<file path="src/dgsr_pkg.sv">
// Shared types and constants for the select-line game pad reader.
package dgsr_pkg;

    localparam int WAIT_W = 16;
    localparam int PINS_W = 6;
    localparam int BTN_W  = 12;
    localparam int NUM_SAMPLES = 5;

    localparam logic [WAIT_W-1:0] WAIT_RESET = 16'd20;

    typedef enum logic [1:0] {
        ACT_TICK   = 2'd0,
        ACT_DETECT = 2'd1,
        ACT_POLL   = 2'd2
    } action_t;

    typedef enum logic [1:0] {
        KIND_SINGLE = 2'd0,
        KIND_THREE  = 2'd1,
        KIND_SIX    = 2'd2
    } kind_t;

    typedef enum logic [3:0] {
        PH_IDLE  = 4'd0,
        PH_A     = 4'd1,
        PH_B     = 4'd2,
        PH_LOW3  = 4'd3,
        PH_D     = 4'd4,
        PH_LOW5  = 4'd5,
        PH_E     = 4'd6,
        PH_C     = 4'd7,
        PH_END   = 4'd8
    } phase_t;

    // Masks applied to the pin samples.
    localparam logic [PINS_W-1:0] DIR_MASK   = 6'h0f;
    localparam logic [PINS_W-1:0] DIR_MIDDLE = 6'h03;
    localparam logic [PINS_W-1:0] BIT_START  = 6'h20;
    localparam logic [PINS_W-1:0] BIT_BA     = 6'h10;

    typedef struct packed {
        logic              select_level;
        logic              aux_level;
        logic              busy_res;
        logic              report_valid;
        logic [BTN_W-1:0]  buttons;
        logic              pad_kind;
        logic [1:0]        controller_kind;
        logic              changed;
    } res_t;

endpackage

</file>
<file path="src/db9_gamepad_select_reader_top.sv">
// Top level of the select-line game pad reader: input stage, sequencer and result stage.
//
// Each input transfer carries one tick: an action code (tick, start detection,
// start poll) and the six active-low pin levels seen on that tick. Every input
// transfer yields exactly one result transfer carrying the select and aux line
// levels, the busy flag, and on the tick a poll completes report_valid with
// the twelve button flags, the pad kind and a changed flag.
// The item is held in an input register, processed by the sequencer in one
// pass, and its result is captured in an output register before it is
// offered. One item is accepted per clock cycle while the receiver keeps
// taking results; the sequencer state is updated once per item, which sets
// that rate.
// When the receiver stalls, the result and the item behind it are held and
// in_ready drops; nothing is lost and processing resumes as soon as out_ready
// returns.
// Reset clears both stages, puts the sequencer in idle with a three-button pad
// assumed, and sets wait_ticks to 20. The user must write wait_ticks through cfg_wr_en
// and cfg_wr_data only while the block is idle (not enforced here); zero counts as one.
module db9_gamepad_select_reader_top (
    input  logic                          clk,
    input  logic                          rst_n,
    input  logic                          cfg_wr_en,
    input  logic [dgsr_pkg::WAIT_W-1:0]   cfg_wr_data,
    input  logic                          in_valid,
    output logic                          in_ready,
    input  logic [1:0]                    action,
    input  logic [dgsr_pkg::PINS_W-1:0]   pins,
    output logic                          out_valid,
    input  logic                          out_ready,
    output logic                          select_level,
    output logic                          aux_level,
    output logic                          busy_res,
    output logic                          report_valid,
    output logic [dgsr_pkg::BTN_W-1:0]    buttons,
    output logic                          pad_kind,
    output logic [1:0]                    controller_kind,
    output logic                          changed
);
    import dgsr_pkg::*;

    logic [WAIT_W-1:0]  wait_ticks_reg;
    logic               item_valid_reg;
    logic [1:0]         action_reg;
    logic [PINS_W-1:0]  pins_reg;
    logic               res_valid_reg;
    res_t               res_reg;
    res_t               step_res;
    logic               advance;
    logic               fire;

    assign advance  = !res_valid_reg || out_ready;
    assign fire     = item_valid_reg && advance;
    assign in_ready = !item_valid_reg || advance;

    always_ff @(posedge clk or negedge rst_n)
    begin
        if (!rst_n)
        begin
            wait_ticks_reg <= WAIT_RESET;
        end
        else if (cfg_wr_en)
        begin
            wait_ticks_reg <= cfg_wr_data;
        end
    end

    always_ff @(posedge clk or negedge rst_n)
    begin
        if (!rst_n)
        begin
            item_valid_reg <= 1'b0;
            res_valid_reg  <= 1'b0;
        end
        else
        begin
            if (in_ready)
            begin
                item_valid_reg <= in_valid;
            end
            if (advance)
            begin
                res_valid_reg <= item_valid_reg;
            end
        end
    end

    always_ff @(posedge clk)
    begin
        if (in_valid && in_ready)
        begin
            action_reg <= action;
            pins_reg   <= pins;
        end
        if (fire)
        begin
            res_reg <= step_res;
        end
    end

    dgsr_step u_step (
        .clk        (clk),
        .rst_n      (rst_n),
        .fire       (fire),
        .action     (action_reg),
        .pins       (pins_reg),
        .wait_ticks (wait_ticks_reg),
        .res        (step_res)
    );

    assign out_valid       = res_valid_reg;
    assign select_level    = res_reg.select_level;
    assign aux_level       = res_reg.aux_level;
    assign busy_res        = res_reg.busy_res;
    assign report_valid    = res_reg.report_valid;
    assign buttons         = res_reg.buttons;
    assign pad_kind        = res_reg.pad_kind;
    assign controller_kind = res_reg.controller_kind;
    assign changed         = res_reg.changed;

endmodule

</file>
<file path="src/dgsr_step.sv">
// Sequencer state, pad classification and button mapping for one tick.
module dgsr_step (
    input  logic                          clk,
    input  logic                          rst_n,
    input  logic                          fire,
    input  logic [1:0]                    action,
    input  logic [dgsr_pkg::PINS_W-1:0]   pins,
    input  logic [dgsr_pkg::WAIT_W-1:0]   wait_ticks,
    output dgsr_pkg::res_t                res
);
    import dgsr_pkg::*;

    phase_t              phase_reg, phase_next;
    logic [WAIT_W-1:0]   wait_count_reg, wait_count_next;
    logic                detecting_reg, detecting_next;
    kind_t               detected_kind_reg, detected_kind_next;
    logic [BTN_W-1:0]    reported_buttons_reg, reported_buttons_next;
    logic                reported_kind_reg, reported_kind_next;
    logic [PINS_W-1:0]   samples_reg [NUM_SAMPLES];
    logic [PINS_W-1:0]   samples_next [NUM_SAMPLES];

    logic [WAIT_W-1:0]   wait_load;
    logic [WAIT_W-1:0]   wait_dec;
    logic                expired;
    logic                finished;
    logic                report;
    logic                chg;
    logic [BTN_W-1:0]    btn_map;
    logic                kind_map;
    kind_t               kind_class;
    logic [PINS_W-1:0]   d0, d1, d2;

    assign wait_load = (wait_ticks == '0) ? WAIT_W'(1) : wait_ticks;
    assign wait_dec  = wait_count_reg - WAIT_W'(1);
    assign expired   = (wait_dec == '0);

    // Next state of the sequencer.
    always_comb
    begin
        phase_next      = phase_reg;
        wait_count_next = wait_count_reg;
        detecting_next  = detecting_reg;
        finished        = 1'b0;
        for (int i = 0; i < NUM_SAMPLES; i++)
        begin
            samples_next[i] = samples_reg[i];
        end
        if (phase_reg == PH_IDLE)
        begin
            if (action == ACT_DETECT)
            begin
                detecting_next  = 1'b1;
                phase_next      = PH_A;
                wait_count_next = wait_load;
            end
            else if (action == ACT_POLL)
            begin
                detecting_next  = 1'b0;
                phase_next      = PH_A;
                wait_count_next = wait_load;
            end
        end
        else
        begin
            wait_count_next = wait_dec;
            if (expired)
            begin
                wait_count_next = wait_load;
                unique case (phase_reg)
                    PH_A:
                    begin
                        samples_next[0] = pins;
                        // A single-read pad needs only the first sample.
                        if (!detecting_reg && detected_kind_reg == KIND_SINGLE)
                        begin
                            phase_next      = PH_IDLE;
                            wait_count_next = wait_dec;
                            finished        = 1'b1;
                        end
                        else
                        begin
                            phase_next = PH_B;
                        end
                    end
                    PH_B:
                    begin
                        samples_next[1] = pins;
                        phase_next      = PH_LOW3;
                    end
                    PH_LOW3: phase_next = PH_D;
                    PH_D:
                    begin
                        samples_next[3] = pins;
                        phase_next      = PH_LOW5;
                    end
                    PH_LOW5: phase_next = PH_E;
                    PH_E:
                    begin
                        samples_next[4] = pins;
                        phase_next      = PH_C;
                    end
                    PH_C:
                    begin
                        samples_next[2] = pins;
                        phase_next      = PH_END;
                    end
                    default:
                    begin
                        phase_next      = PH_IDLE;
                        wait_count_next = wait_dec;
                        finished        = 1'b1;
                    end
                endcase
            end
        end
        // A finished detection goes straight on to a poll.
        if (finished && detecting_reg)
        begin
            detecting_next  = 1'b0;
            phase_next      = PH_A;
            wait_count_next = wait_load;
        end
    end

    // Classification and button mapping at the end of a sequence.
    always_comb
    begin
        kind_class = KIND_SINGLE;
        if ((samples_reg[0] & DIR_MASK) == DIR_MASK
            && (samples_reg[1] & DIR_MASK) == DIR_MIDDLE)
        begin
            if ((samples_reg[3] & DIR_MASK) != DIR_MIDDLE
                || (samples_reg[4] & DIR_MASK) != DIR_MIDDLE)
            begin
                kind_class = KIND_SIX;
            end
            else
            begin
                kind_class = KIND_THREE;
            end
        end
        if ((samples_reg[1] & BIT_START) == '0)
        begin
            kind_class = KIND_SIX;
        end

        // The first sample may be taken on this very tick.
        d0 = ~samples_next[0];
        d1 = ~samples_reg[1];
        d2 = ~samples_reg[2];
        btn_map = '0;
        btn_map[3:0] = d0[3:0];
        if (detected_kind_reg != KIND_SINGLE)
        begin
            kind_map   = 1'b1;
            btn_map[4] = d1[4];
            btn_map[5] = d0[4];
            btn_map[6] = d0[5];
            btn_map[7] = d1[5];
            if (detected_kind_reg == KIND_SIX)
            begin
                btn_map[8]  = d2[2];
                btn_map[9]  = d2[1];
                btn_map[10] = d2[0];
                btn_map[11] = d2[3];
            end
        end
        else
        begin
            kind_map   = 1'b0;
            btn_map[5] = d0[4];
            btn_map[6] = d0[5];
        end

        detected_kind_next    = detected_kind_reg;
        reported_buttons_next = reported_buttons_reg;
        reported_kind_next    = reported_kind_reg;
        report                = 1'b0;
        chg                   = 1'b0;
        if (finished)
        begin
            if (detecting_reg)
            begin
                detected_kind_next = kind_class;
            end
            else
            begin
                report = 1'b1;
                chg    = (btn_map != reported_buttons_reg)
                         || (kind_map != reported_kind_reg);
                reported_buttons_next = btn_map;
                reported_kind_next    = kind_map;
            end
        end
    end

    // Result of this tick, taken from the state it leaves behind.
    always_comb
    begin
        res.select_level    = !(phase_next == PH_B || phase_next == PH_D
                                || phase_next == PH_E || phase_next == PH_END);
        res.aux_level       = (phase_next == PH_A);
        res.busy_res        = (phase_next != PH_IDLE);
        res.report_valid    = report;
        res.buttons         = reported_buttons_next;
        res.pad_kind        = reported_kind_next;
        res.controller_kind = detected_kind_next;
        res.changed         = chg;
    end

    always_ff @(posedge clk or negedge rst_n)
    begin
        if (!rst_n)
        begin
            phase_reg            <= PH_IDLE;
            wait_count_reg       <= '0;
            detecting_reg        <= 1'b0;
            detected_kind_reg    <= KIND_THREE;
            reported_buttons_reg <= '0;
            reported_kind_reg    <= 1'b0;
        end
        else if (fire)
        begin
            phase_reg            <= phase_next;
            wait_count_reg       <= wait_count_next;
            detecting_reg        <= detecting_next;
            detected_kind_reg    <= detected_kind_next;
            reported_buttons_reg <= reported_buttons_next;
            reported_kind_reg    <= reported_kind_next;
        end
    end

    always_ff @(posedge clk)
    begin
        if (fire)
        begin
            for (int i = 0; i < NUM_SAMPLES; i++)
            begin
                samples_reg[i] <= samples_next[i];
            end
        end
    end

endmodule
</file>
<file path="config.mk">
export PLATFORM = sky130hd
export DESIGN_NAME = db9_gamepad_select_reader_top
export DESIGN_NICKNAME = d
export VERILOG_FILES = /design/src/dgsr_pkg.sv /design/src/db9_gamepad_select_reader_top.sv /design/src/dgsr_step.sv
export SDC_FILE = /design/constraint.sdc
export NUM_CORES = 1
export LEC_CHECK = 0
export BUFFER_PORTS_ARGS = -buffer_cell sky130_fd_sc_hd__buf_4
export CAP_MARGIN = 20
export CORE_MARGIN = 2
export CORE_UTILIZATION = 59
export DETAILED_ROUTE_END_ITERATION = 8
export HOLD_SLACK_MARGIN = 0.12
export PLACE_DENSITY_LB_ADDON = 0.08
export SKIP_CTS_REPAIR_TIMING = 1
export SLEW_MARGIN = 15
export SYNTH_ARGS = -nofsm -noshare
export SYNTH_HDL_FRONTEND = slang
export SYNTH_HIERARCHICAL = 1
export SYNTH_SLANG_ARGS = --single-unit
</file>
<file path="constraint.sdc">
create_clock -name clk -period 4.9 [get_ports clk]
set_input_delay 0 -clock clk [delete_from_list [all_inputs] [get_ports clk]]
set_output_delay 0 -clock clk [all_outputs]
set_load 0.05 [all_outputs]
</file>
==> results of run 1 <==
metal layers:
layer	GRT usage [%]	part of all wire [%]	up-vias	routed length, um
li1	-	-	1762	-
met1	32.8	44	1855	5110
met4	5.63	1.3	0	148
met3	6.36	5.7	15	664
met2	36.1	49	141	5720
met5	0	0	-	0
power breakdown:
group / leakage [nW] / total (W) / switching [W] / internal [W]
logic: 1.21 / 0.000627 / 0.000372 / 0.000255
registers: 1.16 / 0.00118 / 0.000137 / 0.00105
clock network: 0.114 / 0.000588 / 0.000332 / 0.000255
cell usage in the layout (no fill, tap or decap), drive strengths merged, types with 5 or more instances in the layout:
master,instances
buf,53
edfxtp,52
dfrtp,51
dlygate4sd3,44
nand2,43
o21ai,43
mux2,37
nor2,28
a21oi,17
nor3,16
nor4,13
nand2b,9
clkbuf,9
or3,8
nand3,8
inv,8
a21o,7
xnor2,6
xor2,5
or4,5
worst min path at each step:
stage / from / to / slack (ns) / cells past startpoint
2_1_floorplan: rst_n / item_valid_reg / -0.30 / 0
3_3_place_gp: rst_n / u_step/phase_reg[0] / 0.10 / 1
3_5_place_dp: rst_n / u_step/detecting_reg / 0.11 / 1
4_1_cts: rst_n / u_step/detecting_reg / -0.30 / 1
5_1_grt: rst_n / wait_ticks_reg[0] / 0.28 / 2
6_report: rst_n / wait_ticks_reg[15] / 0.21 / 2
metrics by stage:
step	setup WS [ns]	total power, W	util, %	std cells	hold slack (ns)
finish	0.895	0.00240	74.0	627	0.208
global route	0.652	0.00252	74.0	627	0.276
CTS	1.01	0.00235	68.7	583	-0.304
detailed placement	1.04	0.00177	65.9	567	0.109
global placement	1.19	0.00174	65.9	567	0.102
floorplan	1.33	0.00161	-	432	-0.296
cell type report:
cell class / count / area [um2]
Multi-Input combinational cell: 297 / 2000
Timing Repair Buffer: 97 / 838
Clock inverter: 7 / 108
Sequential cell: 106 / 2920
Inverter: 6 / 22.5
Fill cell: 548 / 2150
Clock buffer: 9 / 124
Tap cell: 105 / 131
worst max-delay path: cells and delay by family, from the launching register on:
family,cells,cell delay (ns)
compound gates,1,0.17
xor+xnor,1,0.24
flops,1,0.47
mux,1,0.34
simple gates,5,2.66
kinds of logic (layout without fill, tap and decap cells):
| family | count (synthesis) | after routing | synth area share [%] |
|---|---|---|---|
| DFF | 106 | 106 | 57.4 |
| xor gates and xnor gates | 11 | 11 | 1.90 |
| buffers and inverters | 29 | 119 | 3.10 |
| AOI/OAI and AO/OA | 94 | 94 | 11.6 |
| adders and majority gates | 4 | 4 | 0.986 |
| and+or+nand+nor | 148 | 148 | 15.4 |
| muxes | 40 | 40 | 9.54 |
==> summary.md, run 1 <==
| Metric | Value |
|---|---|
| Placement Rows | 33 |
| Initial Util | 61.2% |
| TritonCTS Buffers | 9 |
| Post-DR wirelength/cell | between 15 and 20 um |
| Post-synth top area share | a little under a third |
| Final period utilization | roughly 80% |
| Routed vias/inst | approximately 6 |
| Insertion delay to the later sink of the worst-skew pair | between 0.3 and 0.4 ns |
| Final Hold Viols | 0 |
| Initial DRC Count | 310 |
| Fmax | ~250 MHz |
| Leak Pwr | around 2.5 nW |
| Worst slew pin tran | ~0.99 ns |
| CP Capture Type | register |
| Max clock buf depth | 2 |
| Routed WL | 11,600 um |
| P per Cell Area | 390 nW/um2 |
| Port Buffers | 50 |
| CP Max Fanout | 26 |
| Asr flop ratio synth | between 50% and 60% |
| Synthesized Nets | approximately 470 |
| Count leader, synth | edfxtp_1 |
| Clock tree from TritonCTS | built |
| Vias | between 3,000 and 4,000 |
| H-tree depth | 3 |
| Area after DPL | 5470 um2 |
| Setup Skew | approximately 0.020 ns |
| Synth area leaders | edfxtp_1 (31%), dfrtp_1 (25%), mux2_2 (6.0%), o21ai_0 (4.2%), nand2_1 (3.2%) |
| Clock sink total | 106 |
| Final setup fails | 0 |
| Max-cap violations | 0 |
| Synth Flop Type | edfxtp_1 |
| R2R setup slack | 0.89 ns |
| Core region area | between 8000 and 9000 um2 |
| Share of cells above drive strength 1 | 22.4% |
| Top post-synthesis cells by count | edfxtp_1 (52), dfrtp_1 (51), nand2_1 (43), o21ai_0 (43), nor2_1 (28) |
| Pre-antenna DRT Iters | 5 |
| Status | complete, no violations |
| Detailed Place HPWL | between 7000 and 8000 um |
| Sequential share of the synthesized area | approximately 57% |
| Gr usage total | 23.2% |
| Unrepaired setup endpoints after global routing | false |
| Syn. warnings | 6 |
| Global-route wire length before repair | around 17,000 um |
| CP peak stage delay | around 0.77 ns |
| Origin of the worst setup path | u_step/wait_count_reg[3] |
| Post-Syn Area per Cell | between 10 and 15 um2 |
| Final setup TNS | 0 ns |
| Number of synthesized flops with an enable pin | 52 |
| Die height | slightly below 100 um |
| Final #Nets | 550 |
| Slowest stage cell, crit path | nand3b_1 |
| CP arrival | approximately 4.3 ns |
| Crit path kind | register to register |
| Largest net degree at the start of global routing | 55 |
| Routability-driven placement congestion ratio | about 0.84 |
| Max reg flops | 24 |
| Clock root buffer | clkbuf_8 |
| Overflow after GRT | 0 |
| Clk slew on worst S/H paths | about 0.12 ns |
| Number of remaining DRC errors | 0 |
| Routed Antenna Nets | 0 |
| Antenna diode count | 0 |
| Launch point of the worst reg-to-reg path | u_step/wait_count_reg[3] |
| Die area | 9360 um2 |
| Area leader, netlist | edfxtp_1 |
| Cell Area, Synth | slightly above 5000 um2 |
| Area Overhead vs Synth | 21.0% |
| WP data required | 5.17 ns |
| Setup crit start kind | register |
| I/O Pins | approximately 50 |
| Gate Count Post-Synth | between 400 and 500 |
| Post-route minimum period | between 4 and 5 ns |
| Chip width | ~97 um |
| Hold Crit Class | primary input to asynchronous set/reset pin |
| Max Transition Viols Final | 0 |
| Final instance area | between 6000 and 7000 um2 |
| Vias in the first global route | about 3,600 |
| Critical Path, Cell by Cell | or4_4 -> nor4_1 -> xor2_1 -> or4_1 -> nand3b_1 -> nand2_1 -> o21ai_0 -> mux2_2 |
| Number of library cell types mapped by synthesis | slightly below 60 |
| Peak VDD IR | between 200 and 250 uV |
| Slew Limit Headroom | around a third |
| R2R cell count | 8 |
| Worst reg2reg path endpoint | u_step/reported_buttons_reg[6] |
| Flops & latches, synth | between 100 and 150 |
| Initial antenna violation count | 0 |
| Critical Path Sink | u_step/reported_buttons_reg[6] |
No activity file was read; power rests on OpenSTA's default activity.
==> run 2: changes to the inputs <==
==> constraint.sdc (replaced) <==
create_clock -name clk -period 3.86 [get_ports clk]
set_input_delay 0 -clock clk [delete_from_list [all_inputs] [get_ports clk]]
set_output_delay 0 -clock clk [all_outputs]
set_load 0.05 [all_outputs]
==> run 2 against run 1 <==
Global-route usage down 0.052 points. Clock skew down 0.0046 ns. Flip-flop and latch count unchanged. Setup slack worse by 0.68 ns. Via count up 0.40%. Hold slack better by 0.0046 ns. Non-clock buffer count up 3. Clock power up 15%. First-iteration DRC count down 0.65%. Die area unchanged. Critical endpoint is now changed. Largest power group unchanged.
==> summary.md, run 2 (synthesis gave the netlist of run 1 again) <==
| Metric | Value |
|---|---|
| Status | complete, no violations (unchanged) |
| Placed cells | 570 (was 567) |
| Leak Pwr | 2.49 nW (about the same) |
| Core region area | 8300 um2 (unchanged) |
| Clk slew on worst S/H paths | 0.11 ns (was 0.12 ns) |
| Layout Cells excl Fill | 630 (was 627) |
| Critical path depth in cells | 8 (unchanged) |
| Final #Nets | 553 (was 550) |
| Detailed Place HPWL | 7390 um (was 7140 um) |
| Origin of the worst setup path | u_step/wait_count_reg[3] (unchanged) |
| Vias | 3,788 (was 3,773) |
| Setup Skew | 0.0155 ns (was 0.0201 ns) |
| Routability-driven placement congestion ratio | 0.866 (was 0.835) |
| Initial antenna violation count | 0 (unchanged) |
| Fmax | 275 MHz (was 250 MHz) |
| Most common cell after layout, fill and taps aside | buf_4 (unchanged) |
| Slew Limit Headroom | 52.7% (was 33.9%) |
| Top delay family on crit path | simple AND/OR/NAND/NOR gates (unchanged) |
| Worst slew pin tran | 0.710 ns (was 0.988 ns) |
| Post-DR wirelength/cell | 18.3 um (was 18.6 um) |
| R2R cell count | 8 (unchanged) |
| Clock root buffer | clkbuf_8 (unchanged) |
| Setup crit start kind | register (unchanged) |
| Most frequent cells in the layout | buf_4 (56), edfxtp_1 (52), dfrtp_1 (51), dlygate4sd3_1 (44), nand2_1 (43) (was buf_4 (53), edfxtp_1 (52), dfrtp_1 (51), dlygate4sd3_1 (44), nand2_1 (43)) |
| Number of remaining DRC errors | 0 (unchanged) |
| Pre-antenna DRT Iters | 5 (unchanged) |
| P per Cell Area | 483 nW/um2 (was 390 nW/um2) |
| Max Transition Viols Final | 0 (unchanged) |
| Port Buffers | 50 (unchanged) |
| Critical Path, Cell by Cell | or4_4 -> nor4_1 -> xor2_1 -> nor4_4 -> mux2_2 -> xnor2_1 -> or4_1 -> o21a_1 (was or4_4 -> nor4_1 -> xor2_1 -> or4_1 -> nand3b_1 -> nand2_1 -> o21ai_0 -> mux2_2) |
| Buf+Inv Stages, Crit Path | 0 (unchanged) |
| Final Util | 73.9% (was 74.0%) |
| Share of cells above drive strength 1 | 22.7% (was 22.4%) |
| Max reg flops | 24 (unchanged) |
| CP Capture Type | register (unchanged) |
| Max clock buf depth | 2 (unchanged) |
| Gr usage total | 23.1% (was 23.2%) |
| CP Max Fanout | 7 (was 26) |
| Clock sink total | 106 (unchanged) |
| Crit path kind | register to register (unchanged) |
| WP data required | 4.01 ns (was 5.17 ns) |
| Overflow after GRT | 0 (unchanged) |
| Global-route wire length before repair | 17,300 um (was 17,500 um) |
| Antenna diode count | 0 (unchanged) |
| Routed vias/inst | 6.01 (was 6.02) |
| Initial Util | 61.2% (unchanged) |
| Max-cap violations | 0 (unchanged) |
| Slowest stage cell, crit path | or4_4 (was nand3b_1) |
| Final period utilization | 94.3% (was 81.7%) |
| Hold Crit Class | primary input to asynchronous set/reset pin (unchanged) |
| Peak VDD IR | 243 uV (was 248 uV) |
| Launch point of the worst reg-to-reg path | u_step/wait_count_reg[3] (unchanged) |
| CP peak stage delay | 0.60 ns (was 0.77 ns) |
| Area Overhead vs Synth | 20.7% (was 21.0%) |
| Largest net degree at the start of global routing | 55 (unchanged) |
| Vias in the first global route | 3,410 (was 3,558) |
| Final setup fails | 0 (unchanged) |
| Final setup TNS | 0 ns (unchanged) |
| Insertion delay to the later sink of the worst-skew pair | 0.38 ns (about the same) |
| Final Hold Viols | 0 (unchanged) |
| Post-route minimum period | 3.64 ns (was 4.01 ns) |
| TritonCTS Buffers | 9 (unchanged) |
| H-tree depth | 3 (unchanged) |
| CP arrival | 3.79 ns (was 4.27 ns) |
| Chip width | 96.8 um (unchanged) |
| Die height | 96.8 um (unchanged) |
| Die area | 9360 um2 (unchanged) |
| Placement Rows | 33 (unchanged) |
| Routed Antenna Nets | 0 (unchanged) |
| Unrepaired setup endpoints after global routing | false (unchanged) |
| Clock tree from TritonCTS | built (unchanged) |
| Initial DRC Count | 308 (was 310) |
| Routed WL | 11,500 um (was 11,600 um) |
| I/O Pins | 51 (unchanged) |
==> run 2: final cells by class <==
cell class	instances	area, um2
Clock buffer	9	124
Clock inverter	7	71.3
Fill cell	558	2170
Inverter	6	22.5
Multi-Input combinational cell	297	2000
Sequential cell	106	2920
Tap cell	105	131
Timing Repair Buffer	100	861
==> run 2: power breakdown <==
part	leakage, nW	internal [W]	switching (W)	total (W)
clock	0.0996	0.000254	0.000422	0.000676
sequential	1.16	0.00133	0.000172	0.00150
combinational	1.23	0.000323	0.000462	0.000785
==> run 2: final timing paths <==
check / endpoint / slack [ns]
setup / recovery: changed / 0.22
hold / removal: u_step/phase_reg[1] / 0.21
setup reg to reg: changed / 0.22
hold reg to reg: u_step/wait_count_reg[15] / 0.51
max in group asynchronous: u_step/reported_kind_reg / 3.18
min in group clk: action_reg[1] / 0.35
==> run 2: stage by stage <==
| stage | hold slack, ns | area [um2] | worst slack, ns | total power, W |
|---|---|---|---|---|
| floorplan | -0.296 | 5080 | 0.292 | 0.00205 |
| finish | 0.213 | 6130 | 0.219 | 0.00296 |
| CTS | -0.330 | 5690 | 0.237 | 0.00290 |
| detailed placement | 0.103 | 5500 | 0.251 | 0.00223 |
| global route | 0.275 | 6130 | 0.0609 | 0.00311 |
| global placement | 0.0970 | 5500 | 0.307 | 0.00221 |
==> run 2: routing by layer <==
layer,global-route usage (%),share of wire [%]
met5,0,0
met4,7.58,2.1
met3,4.55,6.0
met2,34.2,48
met1,34.7,44
